## src/grfr_pkg.sv

```systemverilog
// Shared types, constants and helpers for the gradient rectangle fill engine.
// No dependencies; imported by every module of the block.
package grfr_pkg;

    // Dimension limits
    localparam int MAX_DIM   = 4096;
    localparam int DIM_W     = 13;
    localparam int CNT_W     = $clog2(MAX_DIM);

    // Color and address widths
    localparam int CH_W      = 8;
    localparam int NUM_CH    = 3;
    localparam int COLOR_W   = CH_W * NUM_CH;
    localparam int ADDR_W    = 24;

    // Gradient divider: quotient never exceeds one channel, so one step per quotient bit
    localparam int PROD_W    = CH_W + CNT_W;
    localparam int DIV_STEPS = CH_W;
    localparam int STEP_W    = $clog2(DIV_STEPS);

    // Configuration port
    localparam int REG_IDX_W  = 3;
    localparam int CFG_DATA_W = COLOR_W;

    localparam logic [REG_IDX_W-1:0] REG_FB_COLS      = 3'd0;
    localparam logic [REG_IDX_W-1:0] REG_FB_ROWS      = 3'd1;
    localparam logic [REG_IDX_W-1:0] REG_RECT_LEFT    = 3'd2;
    localparam logic [REG_IDX_W-1:0] REG_RECT_TOP     = 3'd3;
    localparam logic [REG_IDX_W-1:0] REG_RECT_WIDTH   = 3'd4;
    localparam logic [REG_IDX_W-1:0] REG_RECT_HEIGHT  = 3'd5;
    localparam logic [REG_IDX_W-1:0] REG_COLOR_TOP    = 3'd6;
    localparam logic [REG_IDX_W-1:0] REG_COLOR_BOTTOM = 3'd7;

    typedef struct packed {
        logic [DIM_W-1:0]   fb_cols;
        logic [DIM_W-1:0]   fb_rows;
        logic [DIM_W-1:0]   rect_left;
        logic [DIM_W-1:0]   rect_top;
        logic [DIM_W-1:0]   rect_width;
        logic [DIM_W-1:0]   rect_height;
        logic [COLOR_W-1:0] color_top;
        logic [COLOR_W-1:0] color_bottom;
    } cfg_t;

    // Controller to datapath
    typedef struct packed {
        logic take;        // input transfer this cycle
        logic mul_load;    // form channel products, load divider
        logic div_step;    // one restoring divide step
        logic color_load;  // commit new row color
    } cmd_t;

    // Datapath to controller
    typedef struct packed {
        logic row_adv;     // accepted pixel moves the walk to a new row
    } sts_t;

    // Dimensions above the limit count as the limit
    function automatic logic [DIM_W-1:0] clamp_dim(input logic [DIM_W-1:0] v);
        return (v > DIM_W'(MAX_DIM)) ? DIM_W'(MAX_DIM) : v;
    endfunction

endpackage

```

## src/gradient_rect_fill_raster_top.sv

```systemverilog
// Top level of the gradient rectangle fill engine.
// Depends on grfr_pkg, grfr_cfg_regs, grfr_ctrl and grfr_datapath.

// Each input transfer walks one pixel of the rectangle in raster order and yields
// one result: write enable, framebuffer word address, row color and pass-done.
// A pixel that stays within its row needs no color update, so a row streams at one
// pixel per clock while the output is taken. The last pixel of a row that continues
// into another row holds off the next transfer while the new row color is formed:
// the channel products, eight steps of the restoring divider that computes the new
// row color, and a commit, after which its result is shown. An idle tick and the
// last pixel of a pass skip this sequence; a restart counts as the first pixel of
// its pass. Registers are written through cfg_we/cfg_index/cfg_wdata and take
// effect on the next transfer.
module gradient_rect_fill_raster_top import grfr_pkg::*; (
    input  logic                  aclk,
    input  logic                  aresetn,
    input  logic                  cfg_we,
    input  logic [REG_IDX_W-1:0]  cfg_index,
    input  logic [CFG_DATA_W-1:0] cfg_wdata,
    input  logic                  s_valid,
    output logic                  s_ready,
    input  logic                  s_restart,
    output logic                  m_valid,
    input  logic                  m_ready,
    output logic                  m_write_enable,
    output logic [ADDR_W-1:0]     m_pixel_address,
    output logic [COLOR_W-1:0]    m_pixel_color,
    output logic                  m_pass_done
);

    cfg_t cfg;
    cmd_t cmd;
    sts_t sts;

    // Configuration registers
    grfr_cfg_regs u_cfg (
        .aclk      (aclk),
        .aresetn   (aresetn),
        .cfg_we    (cfg_we),
        .cfg_index (cfg_index),
        .cfg_wdata (cfg_wdata),
        .cfg       (cfg)
    );

    // Sequencer and handshakes
    grfr_ctrl u_ctrl (
        .aclk    (aclk),
        .aresetn (aresetn),
        .s_valid (s_valid),
        .s_ready (s_ready),
        .m_valid (m_valid),
        .m_ready (m_ready),
        .sts     (sts),
        .cmd     (cmd)
    );

    // Walk, address and color datapath
    grfr_datapath u_dp (
        .aclk            (aclk),
        .aresetn         (aresetn),
        .cfg             (cfg),
        .cmd             (cmd),
        .sts             (sts),
        .s_restart       (s_restart),
        .m_write_enable  (m_write_enable),
        .m_pixel_address (m_pixel_address),
        .m_pixel_color   (m_pixel_color),
        .m_pass_done     (m_pass_done)
    );

endmodule

```

## src/grfr_cfg_regs.sv

```systemverilog
// Configuration register file of the fill engine.
// Depends on grfr_pkg.
module grfr_cfg_regs import grfr_pkg::*; (
    input  logic                  aclk,
    input  logic                  aresetn,
    input  logic                  cfg_we,
    input  logic [REG_IDX_W-1:0]  cfg_index,
    input  logic [CFG_DATA_W-1:0] cfg_wdata,
    output cfg_t                  cfg
);

    cfg_t cfg_reg;

    // Register writes, all clear to zero
    always_ff @(posedge aclk) begin
        if (!aresetn) begin
            cfg_reg <= '0;
        end else if (cfg_we) begin
            case (cfg_index)
                REG_FB_COLS:      cfg_reg.fb_cols      <= cfg_wdata[DIM_W-1:0];
                REG_FB_ROWS:      cfg_reg.fb_rows      <= cfg_wdata[DIM_W-1:0];
                REG_RECT_LEFT:    cfg_reg.rect_left    <= cfg_wdata[DIM_W-1:0];
                REG_RECT_TOP:     cfg_reg.rect_top     <= cfg_wdata[DIM_W-1:0];
                REG_RECT_WIDTH:   cfg_reg.rect_width   <= cfg_wdata[DIM_W-1:0];
                REG_RECT_HEIGHT:  cfg_reg.rect_height  <= cfg_wdata[DIM_W-1:0];
                REG_COLOR_TOP:    cfg_reg.color_top    <= cfg_wdata[COLOR_W-1:0];
                REG_COLOR_BOTTOM: cfg_reg.color_bottom <= cfg_wdata[COLOR_W-1:0];
                default: begin
                end
            endcase
        end
    end

    assign cfg = cfg_reg;

endmodule

```

## src/grfr_datapath.sv

```systemverilog
// Datapath: walk counters, clipping, address MAC, result register and the
// three-lane row color divider. Depends on grfr_pkg.
module grfr_datapath import grfr_pkg::*; (
    input  logic               aclk,
    input  logic               aresetn,
    input  cfg_t               cfg,
    input  cmd_t               cmd,
    output sts_t               sts,
    input  logic               s_restart,
    output logic               m_write_enable,
    output logic [ADDR_W-1:0]  m_pixel_address,
    output logic [COLOR_W-1:0] m_pixel_color,
    output logic               m_pass_done
);

    // Walk state
    logic [CNT_W-1:0]   col_reg, row_reg;
    logic               active_reg;
    logic [COLOR_W-1:0] color_reg;

    // Result register
    logic               we_reg, done_reg;
    logic [ADDR_W-1:0]  addr_reg;
    logic [COLOR_W-1:0] pcolor_reg;

    // Divider lanes
    logic [DIM_W-1:0]   rem_reg  [NUM_CH];
    logic [CH_W-1:0]    low_reg  [NUM_CH];
    logic [CH_W-1:0]    quot_reg [NUM_CH];

    logic [DIM_W-1:0]   w_clamp, h_clamp;
    logic [CNT_W-1:0]   col_e, row_e;
    logic               active_e;
    logic [COLOR_W-1:0] color_e;
    logic [DIM_W-1:0]   col_inc, row_inc;
    logic               row_end, pass_end;
    logic signed [DIM_W:0] px, py;
    logic               visible;
    logic [2*DIM_W-1:0] addr_full;

    logic [CH_W-1:0]    ch_top  [NUM_CH];
    logic [CH_W-1:0]    ch_bot  [NUM_CH];
    logic               ch_up   [NUM_CH];
    logic [CH_W-1:0]    ch_diff [NUM_CH];
    logic [PROD_W-1:0]  ch_prod [NUM_CH];
    logic [DIM_W:0]     trial   [NUM_CH];
    logic               fits    [NUM_CH];
    logic [COLOR_W-1:0] grad_color;

    assign w_clamp = clamp_dim(cfg.rect_width);
    assign h_clamp = clamp_dim(cfg.rect_height);

    // Restart puts the walk at the top-left with the top color
    assign col_e    = s_restart ? '0 : col_reg;
    assign row_e    = s_restart ? '0 : row_reg;
    assign active_e = s_restart ? ((w_clamp != '0) && (h_clamp != '0)) : active_reg;
    assign color_e  = s_restart ? cfg.color_top : color_reg;

    // End of row / end of pass
    assign col_inc  = {1'b0, col_e} + DIM_W'(1);
    assign row_inc  = {1'b0, row_e} + DIM_W'(1);
    assign row_end  = (col_inc >= w_clamp);
    assign pass_end = row_end && (row_inc >= h_clamp);

    assign sts.row_adv = active_e && row_end && !pass_end;

    // Pixel position; negative values fall outside by the sign bit
    assign px = $signed({cfg.rect_left[DIM_W-1], cfg.rect_left}) + $signed({2'b00, col_e});
    assign py = $signed({cfg.rect_top[DIM_W-1], cfg.rect_top}) + $signed({2'b00, row_e});
    assign visible = !px[DIM_W] && (px[DIM_W-1:0] < cfg.fb_cols)
                  && !py[DIM_W] && (py[DIM_W-1:0] < cfg.fb_rows);

    // Row times pitch plus column, low bits kept
    assign addr_full = py[DIM_W-1:0] * cfg.fb_cols + (2*DIM_W)'(px[DIM_W-1:0]);

    // Per-channel difference, direction and product
    always_comb begin
        for (int i = 0; i < NUM_CH; i++) begin
            ch_top[i]  = cfg.color_top[i*CH_W +: CH_W];
            ch_bot[i]  = cfg.color_bottom[i*CH_W +: CH_W];
            ch_up[i]   = (ch_bot[i] >= ch_top[i]);
            ch_diff[i] = ch_up[i] ? (ch_bot[i] - ch_top[i]) : (ch_top[i] - ch_bot[i]);
            ch_prod[i] = ch_diff[i] * row_reg;
            trial[i]   = {rem_reg[i], low_reg[i][CH_W-1]};
            fits[i]    = (trial[i] >= {1'b0, h_clamp});
            grad_color[i*CH_W +: CH_W] = ch_up[i] ? (ch_top[i] + quot_reg[i])
                                                   : (ch_top[i] - quot_reg[i]);
        end
    end

    // Walk state and row color
    always_ff @(posedge aclk) begin
        if (!aresetn) begin
            col_reg    <= '0;
            row_reg    <= '0;
            active_reg <= 1'b0;
            color_reg  <= '0;
        end else if (cmd.take) begin
            color_reg <= color_e;
            if (!active_e) begin
                col_reg    <= col_e;
                row_reg    <= row_e;
                active_reg <= 1'b0;
            end else if (row_end) begin
                col_reg <= '0;
                if (pass_end) begin
                    row_reg    <= '0;
                    active_reg <= 1'b0;
                end else begin
                    row_reg    <= row_inc[CNT_W-1:0];
                    active_reg <= 1'b1;
                end
            end else begin
                col_reg    <= col_inc[CNT_W-1:0];
                row_reg    <= row_e;
                active_reg <= 1'b1;
            end
        end else if (cmd.color_load) begin
            color_reg <= grad_color;
        end
    end

    // Result register, loaded on each input transfer
    always_ff @(posedge aclk) begin
        if (cmd.take) begin
            we_reg     <= active_e && visible;
            addr_reg   <= (active_e && visible) ? addr_full[ADDR_W-1:0] : '0;
            pcolor_reg <= active_e ? color_e : '0;
            done_reg   <= !active_e || pass_end;
        end
    end

    // Restoring divider lanes: product < 256*h, so the upper bits start as remainder
    always_ff @(posedge aclk) begin
        for (int i = 0; i < NUM_CH; i++) begin
            if (cmd.mul_load) begin
                rem_reg[i]  <= DIM_W'(ch_prod[i][PROD_W-1:CH_W]);
                low_reg[i]  <= ch_prod[i][CH_W-1:0];
                quot_reg[i] <= '0;
            end else if (cmd.div_step) begin
                rem_reg[i]  <= fits[i] ? DIM_W'(trial[i] - {1'b0, h_clamp})
                                       : trial[i][DIM_W-1:0];
                low_reg[i]  <= {low_reg[i][CH_W-2:0], 1'b0};
                quot_reg[i] <= {quot_reg[i][CH_W-2:0], fits[i]};
            end
        end
    end

    assign m_write_enable  = we_reg;
    assign m_pixel_address = addr_reg;
    assign m_pixel_color   = pcolor_reg;
    assign m_pass_done     = done_reg;

endmodule

```

## src/grfr_ctrl.sv

```systemverilog
// Controller: handshakes, result valid flag and the row color sequence
// (multiply, divide steps, commit). Depends on grfr_pkg.
module grfr_ctrl import grfr_pkg::*; (
    input  logic aclk,
    input  logic aresetn,
    input  logic s_valid,
    output logic s_ready,
    output logic m_valid,
    input  logic m_ready,
    input  sts_t sts,
    output cmd_t cmd
);

    typedef enum logic [1:0] {
        ST_IDLE,
        ST_MUL,
        ST_DIV,
        ST_FIN
    } state_t;

    state_t            state_reg, state_next;
    logic [STEP_W-1:0] step_reg, step_next;
    logic              m_valid_reg, m_valid_next;

    // Accept only when idle and the result register frees up
    assign s_ready = (state_reg == ST_IDLE) && (!m_valid_reg || m_ready);

    assign cmd.take       = s_valid && s_ready;
    assign cmd.mul_load   = (state_reg == ST_MUL);
    assign cmd.div_step   = (state_reg == ST_DIV);
    assign cmd.color_load = (state_reg == ST_FIN);

    // Next state
    always_comb begin
        state_next   = state_reg;
        step_next    = step_reg;
        m_valid_next = m_valid_reg && !m_ready;
        case (state_reg)
            ST_IDLE: begin
                if (cmd.take) begin
                    if (sts.row_adv) begin
                        state_next = ST_MUL;
                    end else begin
                        m_valid_next = 1'b1;
                    end
                end
            end
            ST_MUL: begin
                step_next  = '0;
                state_next = ST_DIV;
            end
            ST_DIV: begin
                step_next = step_reg + STEP_W'(1);
                if (step_reg == STEP_W'(DIV_STEPS - 1)) begin
                    state_next = ST_FIN;
                end
            end
            ST_FIN: begin
                m_valid_next = 1'b1;
                state_next   = ST_IDLE;
            end
            default: begin
                state_next = ST_IDLE;
            end
        endcase
    end

    // State and registered outputs
    always_ff @(posedge aclk) begin
        if (!aresetn) begin
            state_reg   <= ST_IDLE;
            step_reg    <= '0;
            m_valid_reg <= 1'b0;
        end else begin
            state_reg   <= state_next;
            step_reg    <= step_next;
            m_valid_reg <= m_valid_next;
        end
    end

    assign m_valid = m_valid_reg;

    // A row change holds its result back until the new color is committed
    a_row_adv_holds: assert property (@(posedge aclk) disable iff (!aresetn)
        cmd.take && sts.row_adv |=> !m_valid_reg && (state_reg == ST_MUL))
        else $error("result shown before row color update");

    // The color commit presents the held result
    a_commit_shows: assert property (@(posedge aclk) disable iff (!aresetn)
        cmd.color_load |=> m_valid_reg && (state_reg == ST_IDLE))
        else $error("color commit did not present result");

    // No transfer in while a result would be overwritten
    a_no_overwrite: assert property (@(posedge aclk) disable iff (!aresetn)
        cmd.take |-> !m_valid_reg || m_ready)
        else $error("input accepted over a pending result");

    // Divide sequence runs its full length
    a_div_length: assert property (@(posedge aclk) disable iff (!aresetn)
        (state_reg == ST_FIN) |-> ($past(step_reg) == STEP_W'(DIV_STEPS - 1)))
        else $error("divider sequence cut short");

endmodule

```

## config.mk

```make
export PLATFORM = sky130hd
export DESIGN_NAME = gradient_rect_fill_raster_top
export DESIGN_NICKNAME = d
export VERILOG_FILES = /design/src/grfr_pkg.sv /design/src/gradient_rect_fill_raster_top.sv /design/src/grfr_cfg_regs.sv /design/src/grfr_datapath.sv /design/src/grfr_ctrl.sv
export SDC_FILE = /design/constraint.sdc
export NUM_CORES = 2
export LEC_CHECK = 0
export ABC_AREA = 0
export BUFFER_PORTS_ARGS = -buffer_cell sky130_fd_sc_hd__buf_2
export CAP_MARGIN = 20
export CORE_MARGIN = 4
export CORE_UTILIZATION = 40
export DETAILED_ROUTE_END_ITERATION = 8
export PLACE_DENSITY = 0.57
export SYNTH_ARGS = -nofsm -noshare
export SYNTH_HDL_FRONTEND = slang
export SYNTH_SLANG_ARGS = --single-unit
```

## constraint.sdc

```tcl
create_clock -name aclk -period 24.7 [get_ports aclk]
set_input_delay 2.47 -clock aclk [delete_from_list [all_inputs] [get_ports aclk]]
set_output_delay 2.47 -clock aclk [all_outputs]
set_load 0.05 [all_outputs]
```

==> run metrics <==
post-synth cell types 95; post-synthesis sequential area ratio 21.5%; Avg WL per Cell roughly 18 um; P_sw a little under 0.7 mW; Worst setup startpoint s_restart; core area between 80,000 and 90,000 sq um; status finished, final reports clean; P_leak 17.5 nW; Min-Delay Endpoint u_cfg.cfg[103]$_SDFFE_PN0P_; Hold/Removal Path Class reg2reg; DRT antenna net count 0; worst path buffer plus inverter count 2; mux cell area share after synthesis under 10%; Final period util between 40% and 50%; Highest Clock Rate 0.0977 GHz; Total Die Area approximately 95,000 sq um; cell family with most CP delay adder cells; RSZ-0062 raised after global routing false; FF+latch area around 7700 sq um; crit path kind in2reg; Synth area leader fa_1; chip height between 300 and 400 um; setup repair bufs after CTS 0; Slew HR 26.2%; register-to-register setup slack between 15 and 20 ns; initial antenna violation count 1; P_int about 1.2 mW; VDD IR max between 0.00004 and 0.00005 V; Synth Register Bits 318; worst hold stages 2; Synth top area share 18.0%; dominant synthesized flop cell dfxtp_1; largest net degree at the start of global routing between 90 and 100; WP data arrival 10.67 ns; TritonRoute pass-1 iters 8; final instance area between 30,000 and 40,000 sq um; gr ovfl total 0; critical path data required time roughly 25 ns; Simple-Gate Fraction of Synth Area 19.0%; Sw Share around 36%; CP max stage delay between 0.6 and 0.7 ns; ys async rst share 0%; dpl ws between 10 and 15 ns; setup TNS 0 ns; Flop pwr share a little over a third; Synth Net Count slightly below 5,000; top-count cell post-synth nand2_1; crit-path max FO 27; worst-skew pair later-pin latency 0.58 ns; CTS tree built; final worst slack 14.47 ns; GRT Total Usage between 20% and 30%; Synth Cell Area around 36,000 sq um; HPWL Detailed 71,400 um; DR vias about 28,000; final WL approximately 95,000 um; first-pass GRT wire length about 150,000 um; initial core utilization between 40 and 50%; final hold slack around 0.46 ns; slowest CP cell nor3_1; global placement routability congestion roughly 0.83; vias in the first global route 28,200; top post-synthesis cells by area fa_1 (18%), ha_1 (13%), edfxtp_1 (11%); worst clock skew 0.0257 ns; Area after DPL about 37,000 sq um; cell depth of the worst setup path 29; Resize count post-CTS 0; reg2reg end u_dp.m_pixel_address[23]$_SDFFCE_PN0P_; CTS max path bufs 3; Worst-path clk slew 0.06 ns; cells on worst reg2reg path 31; Logic pwr share between 30% and 40%; Rows 109; compound-gate portion of the synthesized area roughly 12%; CTS sink cnt around 320; Synth Area in XOR/XNOR ~4.6%; Mapped Cells between 4,000 and 5,000; number of CTS-inserted buffers a little over 40; post-synthesis adder-cell area fraction 31.4%; diode count 0; Multi-input gate area 25,400 sq um; clock share of power approximately a third; Clock Tree Root clkbuf_16; Final Hold Vio Count 0; Max Cap Viol 0; hold_buf cts 0; IO buf count 84; Top cell by count, worst path fa_1; Critical R2R Launch u_dp.row_reg[0]$_SDFFE_PN0P_; EDFF count, synth roughly 140; share of cells above drive strength 1 ~7%; Ys Warns 0; Slew @ Worst Pin approximately 1.1 ns; final setup vio count 0; Die Wd ~310 um; Worst Hold Launch u_cfg.cfg[103]$_SDFFE_PN0P_; CP Capture Type flop; max reg flops 126; Syn Area/Cell between 8 and 9 sq um; pwr/cell area approximately 49 nW/um^2; vias per cell 5.25; Layout Area Growth over Synthesis 8.30%; final-stage net count a little under 5,000; Final Critical Period 10.23 ns; DRT iter0 DRCs 1,753; Filler cells 8,845; largest family of logic cells by synthesized area adder cells; htree depth 2; most common library cells after synthesis nand2_1 (574), inv_1 (505), ha_1 (385), fa_1 (322), a21oi_1 (304); post-layout util between 40% and 50%; Boundary Pins 85; CP Launch Type primary input; # DRC 0; Max Transition Viols Final 0
## per-layer routing
layer / track usage, % / up-vias / routed length (um)
li1: - / 13700 / -
met1: 26.8 / 13800 / 43400
met2: 35.9 / 483 / 46400
met3: 1.88 / 92 / 3370
met4: 4.07 / 0 / 1910
met5: 0 / - / 0
## layout by cell type (no fill, tap or decap), types with 26 or more instances in the layout
master / synthesis / routed
a21o_1: 65 / 65
a21oi_1: 304 / 302
a22oi_1: 37 / 37
and2_1: 241 / 241
buf_2: 22 / 83
buf_4: 6 / 61
clkbuf_16: 0 / 46
dfxtp_1: 182 / 182
edfxtp_1: 136 / 136
fa_1: 322 / 322
ha_1: 385 / 383
inv_1: 505 / 505
mux2i_1: 84 / 84
nand2_1: 574 / 574
nand2b_1: 76 / 76
nand3_1: 52 / 52
nand4_1: 26 / 26
nor2_1: 247 / 245
nor2b_1: 63 / 63
nor3_1: 47 / 47
o21ai_0: 93 / 93
xnor2_1: 116 / 115
xor2_1: 71 / 71
## cells by family after synthesis
group,Yosys count
XOR/XNOR,188
AND/OR/NAND/NOR,1417
adder cells (fa/ha/maj),708
buffers and inverters,722
multiplexers,112
AO/OA/AOI/OAI,707
flip-flops,318
## worst max-delay path by stage
stage / slack (ns) / to
finish: 14.47 / u_dp.m_pixel_address[23]$_SDFFCE_PN0P_
global route: 13.92 / u_dp.m_pixel_address[23]$_SDFFCE_PN0P_
CTS: 14.49 / u_dp.m_pixel_address[23]$_SDFFCE_PN0P_
detailed placement: 13.88 / u_dp.m_pixel_address[23]$_SDFFCE_PN0P_
global placement: 13.98 / u_dp.m_pixel_address[23]$_SDFFCE_PN0P_
floorplan: 13.79 / u_dp.m_pixel_address[23]$_SDFFCE_PN0P_
## cell type report
class                           count  area share, %
Clock buffer                       53           3.11
Clock inverter                     23          0.522
Inverter                          509           4.93
Multi-Input combinational cell   3132           65.4
Sequential cell                   318           19.9
Tap cell                         1165           3.75
Timing Repair Buffer              146           2.35
## worst register-to-register path: cells and delay by family, from the launching register on
family / cells / cell delay, ns
buf+inv: 4 / 0.61
simple gates: 7 / 1.92
xor+xnor: 2 / 0.53
compound gates: 10 / 2.16
flops: 1 / 0.31
fa+ha+maj: 8 / 3.16
## power by group through the flow
| stage | clock (mW) | combinational, mW | sequential, mW |
|---|---|---|---|
| global route | 0.663 | 0.633 | 0.687 |
| finish | 0.629 | 0.580 | 0.680 |
| detailed placement | 0 | 0.576 | 0.691 |
| global placement | 0 | 0.575 | 0.690 |
| CTS | 0.644 | 0.579 | 0.681 |
| floorplan | 0 | 0.361 | 0.755 |
## stage by stage
| step | std cells | total power [mW] |
|---|---|---|
| after CTS | 5340 | 1.90 |
| final | 5346 | 1.89 |
| after detailed placement | 5264 | 1.27 |
| after global routing | 5346 | 1.98 |
| after global placement | 5263 | 1.27 |
| after floorplan | 4172 | 1.12 |
(Power assumes the default switching activity.)
